**config.mk**
```make
export PLATFORM = sky130hd
export DESIGN_NAME = gcode_word_value_parser
export DESIGN_NICKNAME = d
export VERILOG_FILES = /design/src/sv/gwvp_pkg.sv /design/src/sv/gcode_word_value_parser.sv /design/src/sv/gwvp_ctrl.sv /design/src/sv/gwvp_dp.sv
export SDC_FILE = /design/constraint.sdc
export NUM_CORES = 2
export LEC_CHECK = 0
export BUFFER_PORTS_ARGS = -buffer_cell sky130_fd_sc_hd__buf_2
export CAP_MARGIN = 20
export CORE_MARGIN = 2
export CORE_UTILIZATION = 50
export CTS_CLUSTER_DIAMETER = 100
export DETAILED_ROUTE_END_ITERATION = 8
export PLACE_DENSITY_LB_ADDON = 0.25
export RECOVER_POWER = 25
export SYNTH_ARGS = -nofsm -noshare
export SYNTH_HDL_FRONTEND = slang
export SYNTH_SLANG_ARGS = --single-unit
```
**constraint.sdc**
```tcl
create_clock -name clk -period 7.05 [get_ports clk]
set_clock_uncertainty 0.2 [all_clocks]
set_input_delay 1.41 -clock clk [delete_from_list [all_inputs] [get_ports clk]]
set_output_delay 1.41 -clock clk [all_outputs]
set_load 0.01 [all_outputs]
```
**src/sv/gwvp_pkg.sv**
```systemverilog
// ----------------------------------------------------------------------------
// gwvp_pkg
// Shared types, constants and helpers of the G-code word value parser.
// ----------------------------------------------------------------------------
package gwvp_pkg;

  localparam int LETTER_COUNT  = 26;
  localparam int FRACTION_BITS = 16;
  localparam int MAX_DIGITS    = 9;

  localparam int ACC_W    = 48;
  localparam int EXP_W    = 4;
  localparam int IDX_W    = 5;
  localparam int DIV_W    = 30;                 // widest power of ten
  localparam int PROD_W   = DIV_W + 4;          // digit times power of ten
  localparam int SHIFT_W  = PROD_W + FRACTION_BITS;
  localparam int SUM_W    = ((SHIFT_W > ACC_W - 1) ? SHIFT_W : ACC_W - 1) + 2;
  localparam int DIV_STEPS = ACC_W;
  localparam int CNT_W    = $clog2(DIV_STEPS);

  localparam logic [1:0] FUNC_CLEAR = 2'd0;
  localparam logic [1:0] FUNC_CHAR  = 2'd1;
  localparam logic [1:0] FUNC_QUERY = 2'd2;

  localparam logic [7:0] CH_A     = 8'h41;
  localparam logic [7:0] CH_Z     = 8'h5A;
  localparam logic [7:0] CH_ZERO  = 8'h30;
  localparam logic [7:0] CH_NINE  = 8'h39;
  localparam logic [7:0] CH_DOT   = 8'h2E;
  localparam logic [7:0] CH_MINUS = 8'h2D;

  localparam logic [DIV_W-1:0] POW_TEN [10] = '{
    30'd1, 30'd10, 30'd100, 30'd1000, 30'd10000, 30'd100000,
    30'd1000000, 30'd10000000, 30'd100000000, 30'd1000000000
  };

  typedef enum logic [2:0] {
    CC_LETTER,
    CC_DIGIT,
    CC_DOT,
    CC_MINUS,
    CC_OTHER
  } char_class_t;

  typedef struct packed {
    logic load;
    logic clear;
    logic step_char;
    logic mul;
    logic add;
    logic div_init;
    logic div_step;
    logic div_fin;
    logic query;
  } gwvp_cmd_t;

  typedef struct packed {
    char_class_t cls;
    logic        div_last;
  } gwvp_status_t;

  function automatic char_class_t char_class(input logic [7:0] c);
    char_class_t r;
    if (c >= CH_A && c <= CH_Z) begin
      r = CC_LETTER;
    end else if (c >= CH_ZERO && c <= CH_NINE) begin
      r = CC_DIGIT;
    end else if (c == CH_DOT) begin
      r = CC_DOT;
    end else if (c == CH_MINUS) begin
      r = CC_MINUS;
    end else begin
      r = CC_OTHER;
    end
    return r;
  endfunction

endpackage

```
**src/sv/gcode_word_value_parser.sv**
```systemverilog
// Sequence: a clear passes S_CLEAR, a non-digit character S_CHAR, a digit
// S_CHAR and S_ADD, a dot S_CHAR, 48 divider steps in S_DIV (one quotient
// bit a cycle) and S_DIVFIN. A query registers its result in S_QUERY.
// Items are accepted in idle; a query also needs a free or emptying result.
// Reset empties the letter table and zeroes the accumulator and exponent.
// ----------------------------------------------------------------------------
// gcode_word_value_parser
// Parses one G-code line, fed last character first, into a table of letter
// values in signed Q32.16 fixed point and answers letter queries.
// ----------------------------------------------------------------------------
module gcode_word_value_parser (
  input  logic                              clk,
  input  logic                              rst,
  input  logic                              in_valid,
  output logic                              in_ready,
  input  logic [1:0]                        func,
  input  logic [7:0]                        char_code,
  input  logic [gwvp_pkg::IDX_W-1:0]        letter_index,
  output logic                              out_valid,
  input  logic                              out_ready,
  output logic                              has_value,
  output logic signed [gwvp_pkg::ACC_W-1:0] letter_value
);

  gwvp_pkg::gwvp_cmd_t    cmd;
  gwvp_pkg::gwvp_status_t status;

  gwvp_ctrl u_ctrl (
    .clk       (clk),
    .rst       (rst),
    .in_valid  (in_valid),
    .in_ready  (in_ready),
    .func      (func),
    .out_valid (out_valid),
    .out_ready (out_ready),
    .status    (status),
    .cmd       (cmd)
  );

  gwvp_dp u_dp (
    .clk          (clk),
    .rst          (rst),
    .char_code    (char_code),
    .letter_index (letter_index),
    .cmd          (cmd),
    .status       (status),
    .has_value    (has_value),
    .letter_value (letter_value)
  );

endmodule

```
**src/sv/gwvp_ctrl.sv**
```systemverilog
// ----------------------------------------------------------------------------
// gwvp_ctrl
// Sequencer of the parser: accepts items, issues datapath commands and owns
// the result valid flag.
// ----------------------------------------------------------------------------
module gwvp_ctrl (
  input  logic                  clk,
  input  logic                  rst,
  input  logic                  in_valid,
  output logic                  in_ready,
  input  logic [1:0]            func,
  output logic                  out_valid,
  input  logic                  out_ready,
  input  gwvp_pkg::gwvp_status_t status,
  output gwvp_pkg::gwvp_cmd_t   cmd
);

  typedef enum logic [2:0] {
    S_IDLE,
    S_CLEAR,
    S_CHAR,
    S_ADD,
    S_DIV,
    S_DIVFIN,
    S_QUERY
  } state_t;

  state_t state;
  state_t state_next;
  logic   accept;

  // A query needs the result register, which must be free or emptying now.
  assign in_ready = (state == S_IDLE) &&
                    ((func != gwvp_pkg::FUNC_QUERY) || !out_valid || out_ready);
  assign accept   = in_valid && in_ready;

  always_comb begin
    cmd        = '0;
    state_next = state;
    case (state)
      S_IDLE: begin
        cmd.load = accept;
        if (accept) begin
          case (func)
            gwvp_pkg::FUNC_CLEAR: state_next = S_CLEAR;
            gwvp_pkg::FUNC_CHAR:  state_next = S_CHAR;
            gwvp_pkg::FUNC_QUERY: state_next = S_QUERY;
            default:              state_next = S_IDLE;
          endcase
        end
      end
      S_CLEAR: begin
        cmd.clear  = 1'b1;
        state_next = S_IDLE;
      end
      S_CHAR: begin
        case (status.cls)
          gwvp_pkg::CC_DIGIT: begin
            cmd.mul    = 1'b1;
            state_next = S_ADD;
          end
          gwvp_pkg::CC_DOT: begin
            cmd.div_init = 1'b1;
            state_next   = S_DIV;
          end
          default: begin
            cmd.step_char = 1'b1;
            state_next    = S_IDLE;
          end
        endcase
      end
      S_ADD: begin
        cmd.add    = 1'b1;
        state_next = S_IDLE;
      end
      S_DIV: begin
        cmd.div_step = 1'b1;
        if (status.div_last) begin
          state_next = S_DIVFIN;
        end
      end
      S_DIVFIN: begin
        cmd.div_fin = 1'b1;
        state_next  = S_IDLE;
      end
      S_QUERY: begin
        cmd.query  = 1'b1;
        state_next = S_IDLE;
      end
      default: begin
        state_next = S_IDLE;
      end
    endcase
  end

  always_ff @(posedge clk) begin
    if (rst) begin
      state     <= S_IDLE;
      out_valid <= 1'b0;
    end else begin
      state <= state_next;
      if (state == S_QUERY) begin
        out_valid <= 1'b1;
      end else if (out_ready) begin
        out_valid <= 1'b0;
      end
    end
  end

endmodule

```
**src/sv/gwvp_dp.sv**
```systemverilog
// ----------------------------------------------------------------------------
// gwvp_dp
// Datapath of the parser: accumulator, digit exponent, letter table,
// digit multiplier, restoring divider and the result register.
// ----------------------------------------------------------------------------
module gwvp_dp (
  input  logic                         clk,
  input  logic                         rst,
  input  logic [7:0]                   char_code,
  input  logic [gwvp_pkg::IDX_W-1:0]   letter_index,
  input  gwvp_pkg::gwvp_cmd_t          cmd,
  output gwvp_pkg::gwvp_status_t       status,
  output logic                         has_value,
  output logic signed [gwvp_pkg::ACC_W-1:0] letter_value
);

  localparam logic signed [gwvp_pkg::SUM_W-1:0] SUM_MAX =
    {{(gwvp_pkg::SUM_W - gwvp_pkg::ACC_W + 1){1'b0}}, {(gwvp_pkg::ACC_W - 1){1'b1}}};
  localparam logic signed [gwvp_pkg::SUM_W-1:0] SUM_MIN =
    {{(gwvp_pkg::SUM_W - gwvp_pkg::ACC_W + 1){1'b1}}, {(gwvp_pkg::ACC_W - 1){1'b0}}};
  localparam logic signed [gwvp_pkg::ACC_W-1:0] ACC_MAX =
    {1'b0, {(gwvp_pkg::ACC_W - 1){1'b1}}};
  localparam logic signed [gwvp_pkg::ACC_W-1:0] ACC_MIN =
    {1'b1, {(gwvp_pkg::ACC_W - 1){1'b0}}};

  logic [7:0]                       char_q;
  logic [gwvp_pkg::IDX_W-1:0]       idx_q;
  logic signed [gwvp_pkg::ACC_W-1:0] acc;
  logic [gwvp_pkg::EXP_W-1:0]       expo;
  logic [gwvp_pkg::ACC_W-1:0]       word_values [gwvp_pkg::LETTER_COUNT];
  logic [gwvp_pkg::LETTER_COUNT-1:0] word_present;
  logic [gwvp_pkg::PROD_W-1:0]      prod;

  logic [gwvp_pkg::DIV_W-1:0]       divisor;
  logic [gwvp_pkg::DIV_W-1:0]       rem;
  logic [gwvp_pkg::ACC_W-1:0]       quo;
  logic                             div_neg;
  logic [gwvp_pkg::CNT_W-1:0]       div_cnt;

  logic [gwvp_pkg::EXP_W-1:0]       n_eff;
  logic [3:0]                       digit;
  logic [gwvp_pkg::IDX_W-1:0]       letter_k;
  logic [gwvp_pkg::SHIFT_W-1:0]     add_val;
  logic signed [gwvp_pkg::SUM_W-1:0] sum;
  logic signed [gwvp_pkg::ACC_W-1:0] sum_sat;
  logic [gwvp_pkg::DIV_W:0]         trial;
  logic                             ge;
  logic [gwvp_pkg::ACC_W-1:0]       mag;
  logic signed [gwvp_pkg::ACC_W-1:0] neg_acc;

  assign status.cls      = gwvp_pkg::char_class(char_q);
  assign status.div_last = (div_cnt == gwvp_pkg::CNT_W'(gwvp_pkg::DIV_STEPS - 1));

  assign n_eff    = (expo > gwvp_pkg::EXP_W'(gwvp_pkg::MAX_DIGITS)) ?
                    gwvp_pkg::EXP_W'(gwvp_pkg::MAX_DIGITS) : expo;
  assign digit    = 4'(char_q - gwvp_pkg::CH_ZERO);
  assign letter_k = gwvp_pkg::IDX_W'(char_q - gwvp_pkg::CH_A);

  assign add_val = {prod, {gwvp_pkg::FRACTION_BITS{1'b0}}};
  assign sum     = $signed({{(gwvp_pkg::SUM_W - gwvp_pkg::ACC_W){acc[gwvp_pkg::ACC_W-1]}}, acc})
                 + $signed({{(gwvp_pkg::SUM_W - gwvp_pkg::SHIFT_W){1'b0}}, add_val});
  assign sum_sat = (sum > SUM_MAX) ? ACC_MAX :
                   (sum < SUM_MIN) ? ACC_MIN : sum[gwvp_pkg::ACC_W-1:0];

  // One quotient bit per cycle; the dividend shifts out as the quotient shifts in.
  assign trial = {rem, quo[gwvp_pkg::ACC_W-1]};
  assign ge    = (trial >= {1'b0, divisor});

  assign mag     = acc[gwvp_pkg::ACC_W-1] ? (~acc + 1'b1) : acc;
  assign neg_acc = ~acc + 1'b1;

  always_ff @(posedge clk) begin
    if (cmd.load) begin
      char_q <= char_code;
      idx_q  <= letter_index;
    end

    if (cmd.mul) begin
      prod <= gwvp_pkg::PROD_W'(digit) * gwvp_pkg::PROD_W'(gwvp_pkg::POW_TEN[n_eff]);
    end

    if (cmd.div_init) begin
      divisor <= gwvp_pkg::POW_TEN[n_eff];
      rem     <= '0;
      quo     <= mag;
      div_neg <= acc[gwvp_pkg::ACC_W-1];
      div_cnt <= '0;
    end else if (cmd.div_step) begin
      rem     <= ge ? gwvp_pkg::DIV_W'(trial - {1'b0, divisor}) :
                      trial[gwvp_pkg::DIV_W-1:0];
      quo     <= {quo[gwvp_pkg::ACC_W-2:0], ge};
      div_cnt <= div_cnt + 1'b1;
    end

    if (cmd.step_char && status.cls == gwvp_pkg::CC_LETTER) begin
      word_values[letter_k] <= acc;
    end

    if (cmd.query) begin
      if (idx_q < gwvp_pkg::IDX_W'(gwvp_pkg::LETTER_COUNT) && word_present[idx_q]) begin
        has_value    <= 1'b1;
        letter_value <= word_values[idx_q];
      end else begin
        has_value    <= 1'b0;
        letter_value <= '0;
      end
    end

    if (rst || cmd.clear) begin
      acc          <= '0;
      expo         <= '0;
      word_present <= '0;
    end else if (cmd.step_char) begin
      case (status.cls)
        gwvp_pkg::CC_LETTER: begin
          word_present[letter_k] <= 1'b1;
          acc                    <= '0;
          expo                   <= '0;
        end
        gwvp_pkg::CC_MINUS: begin
          acc <= (acc == ACC_MIN) ? ACC_MAX : neg_acc;
        end
        default: begin
          acc  <= '0;
          expo <= '0;
        end
      endcase
    end else if (cmd.mul) begin
      expo <= (n_eff < gwvp_pkg::EXP_W'(gwvp_pkg::MAX_DIGITS)) ? n_eff + 1'b1 : n_eff;
    end else if (cmd.add) begin
      acc <= sum_sat;
    end else if (cmd.div_init) begin
      expo <= '0;
    end else if (cmd.div_fin) begin
      acc <= div_neg ? $signed(~quo + 1'b1) : $signed(quo);
    end
  end

endmodule

```
==> results.sh <==
export IMPL_status="finished with violations"
export IMPL_violations="capacitance limit, slew limit"
export IMPL_dieArea_um2=140000
export IMPL_crit_type="reg2reg"
export IMPL_power_frac_comb=0.264
export IMPL_drc=0
export IMPL_tightest_slew_ns=1.65
export IMPL_start_util=0.506
export IMPL_grt_overflow_total=0
export IMPL_whs_ns=0.267
export IMPL_maxCapViolations=8
export IMPL_syn_instance_count=4384
export IMPL_rsz0062_at_grt="no"
export IMPL_maxSlewHeadroom=-0.0991
export IMPL_die_w_um=375
export IMPL_cp_start_kind="flop"
export IMPL_grt_pass1_vias=39100
export IMPL_synth_flop_cell="edfxtp_1"
export IMPL_vias=39300
export IMPL_gr_usage_all_layers=0.243
export IMPL_cts_made_buffers=159
export IMPL_ys_seq_area_frac=0.654
export IMPL_dp_hpwl_um=97300
export IMPL_hold_class="reg2reg"
export IMPL_r2r_end="u_dp.prod[32]"
export IMPL_n_fill_cell=10600
export IMPL_cp_slowest_cell="dfxtp_1"
export IMPL_worstPathCellList="o21ai_0 -> nand2b_2 -> clkinvlp_4 -> ha_1 -> and2_1 -> nor2_1 -> nor2_1 -> a21o_1 -> and2_1 -> fa_1 -> inv_1 -> fa_1 -> inv_1 -> ha_1 -> a21boi_1 -> a31oi_1 -> a211o_1 -> a311oi_1 -> a21oi_1 -> nor2b_1 -> o21ai_1 -> o31ai_1 -> o41ai_1 -> xnor2_1"
export IMPL_period_share=0.921
export IMPL_port_buffers=69
export IMPL_synth_cell_type_count=90
export IMPL_final_hold_viol_count=0
export IMPL_cts_root_buf="clkbuf_16"
export IMPL_timing_fmax_mhz=154
export IMPL_required_ns=7.37
export IMPL_clock_sinks=1534
export IMPL_ir_drop_mv=0.259
export IMPL_r2r_slack_ns=0.56
export IMPL_row_count=135
export IMPL_cp_top_family="compound AO/OA/AOI/OAI gates"
export IMPL_wl_um=170000
export IMPL_p_switching_uw=8100
export IMPL_grt_pass1_wl_um=252000
export IMPL_crit_cells=24
export IMPL_syn_to_final_growth_pct=11.9
export IMPL_drive_above_1_share=0.177
export IMPL_yosysWarnings=0
export IMPL_slowest_delay_ns=0.53
export IMPL_path_buf_inv=3
export IMPL_antenna_found_initial=4
export IMPL_wire_per_inst_um=26.5
export IMPL_synth_edf_count=1416
export IMPL_intPower_uw=18100
export IMPL_drv_slew=205
export IMPL_finalNetCount=4720
export IMPL_avgSynthCellArea_um2=15.7
export IMPL_crit_path_end_kind="flop"
export IMPL_ff_latch_area_um2=44900
export IMPL_gp_congestion=0.881
export IMPL_setup_tns_ns=0
export IMPL_power_per_cell_area_nw_per_um2=342
export IMPL_postRouteAntennaNets=0
export IMPL_first_pass_iters=6
export IMPL_finalSetupViolCount=0
export IMPL_clockBufferDepth=3
export IMPL_swShare=0.309
export IMPL_ioPinCount=70
export IMPL_cts_tree="built"
export IMPL_synth_area_um2=68700
export IMPL_r2r_cells=24
export IMPL_mostFrequentLayoutCells="edfxtp_1 (1416), mux4_2 (342), nand2_1 (248), a21oi_1 (227), o21ai_0 (215)"
export IMPL_drt_initial_drc_count=4360
export IMPL_crit_path_max_fanout=11
export IMPL_multi_input_area_um2=22500
export IMPL_mostFrequentLayoutCell="edfxtp_1"
export IMPL_die_y_um=375
export IMPL_via_per_inst=6.11
export IMPL_rr_startpoint="u_dp.expo[2]"
export IMPL_antenna_cells=0
export IMPL_critical_path_arrival_ns=6.81
export IMPL_core_um2=136000
export IMPL_clk_latency_ns=0.80
export IMPL_hold_start="u_dp.word_present[20]"
export IMPL_min_to="u_dp.word_present[20]"
export IMPL_hold_path_depth=2
export IMPL_fin_crit_ns=6.49
export IMPL_synth_seq_cells=1534
export IMPL_clk_pin_slew_ns=0.06
export IMPL_async_flop_share=0
export IMPL_leakagePower_uw=0.0267
export IMPL_grt_max_degree=99
export IMPL_p_clk_frac=0.305
export IMPL_htreeDepth=4
export IMPL_p_seq_frac=0.431
export IMPL_synth_fp_nets=4580
cells by family after synthesis:
group,after synthesis,synth area share
XOR/XNOR,205,0.0261
multiplexers,449,0.128
buffers and inverters,393,0.0222
AO/OA/AOI/OAI,766,0.0695
AND/OR/NAND/NOR,860,0.0621
flip-flops,1534,0.654
adder cells (fa/ha/maj),177,0.0387
flip-flops by register name, indices dropped and copies added (netlist names):
name	flops
u_dp.word_present	26
u_dp.div_cnt	6
u_dp.char_q	8
u_dp.prod	34
u_dp.rem	30
u_dp.idx_q	5
u_dp.word_values	1248
u_dp.div_neg	1
u_dp.acc	48
u_dp.letter_value	48
u_ctrl.state	3
u_dp.has_value	1
u_ctrl.out_valid	1
u_dp.quo	48
u_dp.divisor	23
u_dp.expo	4
timing repair:
| action | in CTS | in global routing |
|---|---|---|
| setup endpoints to repair | 0 | 6 |
| buffers inserted | 0 | 5 |
| resized for setup | 0 | 2 |
| hold buffers | 0 | 0 |
tightest hold or removal path, stage by stage (launching register included):
cell and delay [ns]:
dfxtp_1 0.32, nor2_1 0.04, nor2_1 0.07
routing by layer:
| metal | vias up | global-route usage | part of all wire |
|---|---|---|---|
| met5 | - | 0 | 0.000076 |
| met1 | 20100 | 0.334 | 0.41 |
| met2 | 1644 | 0.392 | 0.48 |
| met3 | 276 | 0.0441 | 0.079 |
| met4 | 2 | 0.0854 | 0.034 |
| li1 | 17300 | - | - |
synth_stat cells, types with 8 or more instances:
master     count  area share
and3_1        28      0.0026
a31oi_1       28      0.0026
or3_1         25      0.0023
fa_1          59       0.017
xor2_1       117       0.015
nand2b_1      42      0.0038
o221ai_1      11      0.0014
a211oi_1      66      0.0072
o211ai_1      13      0.0014
o2111ai_1      8      0.0010
buf_1         40      0.0022
nor3_1        39      0.0028
mux4_2       342        0.11
o21ai_1       11     0.00080
a22o_1        16      0.0020
o21a_1        13      0.0014
a21o_1        44      0.0048
a21oi_1      229       0.017
o21bai_1       8     0.00087
edfxtp_1    1416        0.62
or2_2          9     0.00082
nand2_1      248       0.014
nor2_1       240       0.013
nor2b_1       69      0.0063
inv_1        160      0.0087
o41ai_1        8      0.0010
or4_1         13      0.0014
and2_1        58      0.0053
a221oi_1      13      0.0017
buf_2         11     0.00080
o21ai_0      215       0.016
nand4_1        8     0.00073
dfxtp_1      118       0.034
mux2i_1      106       0.015
xnor2_1       88       0.011
nand3_1       36      0.0026
clkbuf_1     173      0.0095
o31ai_1       20      0.0022
ha_1         118       0.022
power by group through the flow:
stage / combinational [uW] / sequential, uW / clock [uW]
floorplan: 4770 / 11600 / 0
CTS: 6700 / 11500 / 8120
finish: 6940 / 11300 / 7990
global route: 7580 / 11300 / 8490
detailed placement: 6670 / 11700 / 0
global placement: 6590 / 11700 / 0
stage by stage:
stage | total power (uW) | area, um2 | util | setup slack, ns | cells
global route | 27400 | 76800 | 0.566 | 0.00777 | 6437
global placement | 18200 | 71600 | 0.528 | 0.378 | 6118
detailed placement | 18300 | 71700 | 0.528 | 0.362 | 6120
finish | 26200 | 76800 | 0.566 | 0.559 | 6437
floorplan | 16400 | 68700 | - | 1.03 | 4384
CTS | 26300 | 76700 | 0.564 | 0.332 | 6413
final cells by class:
class,count,area share
inverter,163,0.00801
timing repair buffer,209,0.0207
tap,1781,0.0290
clock inverter,87,0.00779
multi-input combinational,2457,0.293
sequential,1534,0.584
clock buffer,206,0.0569
worst max path at each step:
stage                       from            end  slack [ns]
floorplan           u_dp.expo[0]  u_dp.prod[32]        1.03
global placement    u_dp.expo[2]  u_dp.prod[32]        0.38
detailed placement  u_dp.expo[2]  u_dp.prod[32]        0.36
CTS                 u_dp.expo[2]  u_dp.prod[32]        0.33
global route        u_dp.expo[2]  u_dp.prod[32]       0.008
finish              u_dp.expo[2]  u_dp.prod[32]        0.56
Power figures use the tool's default switching activity.
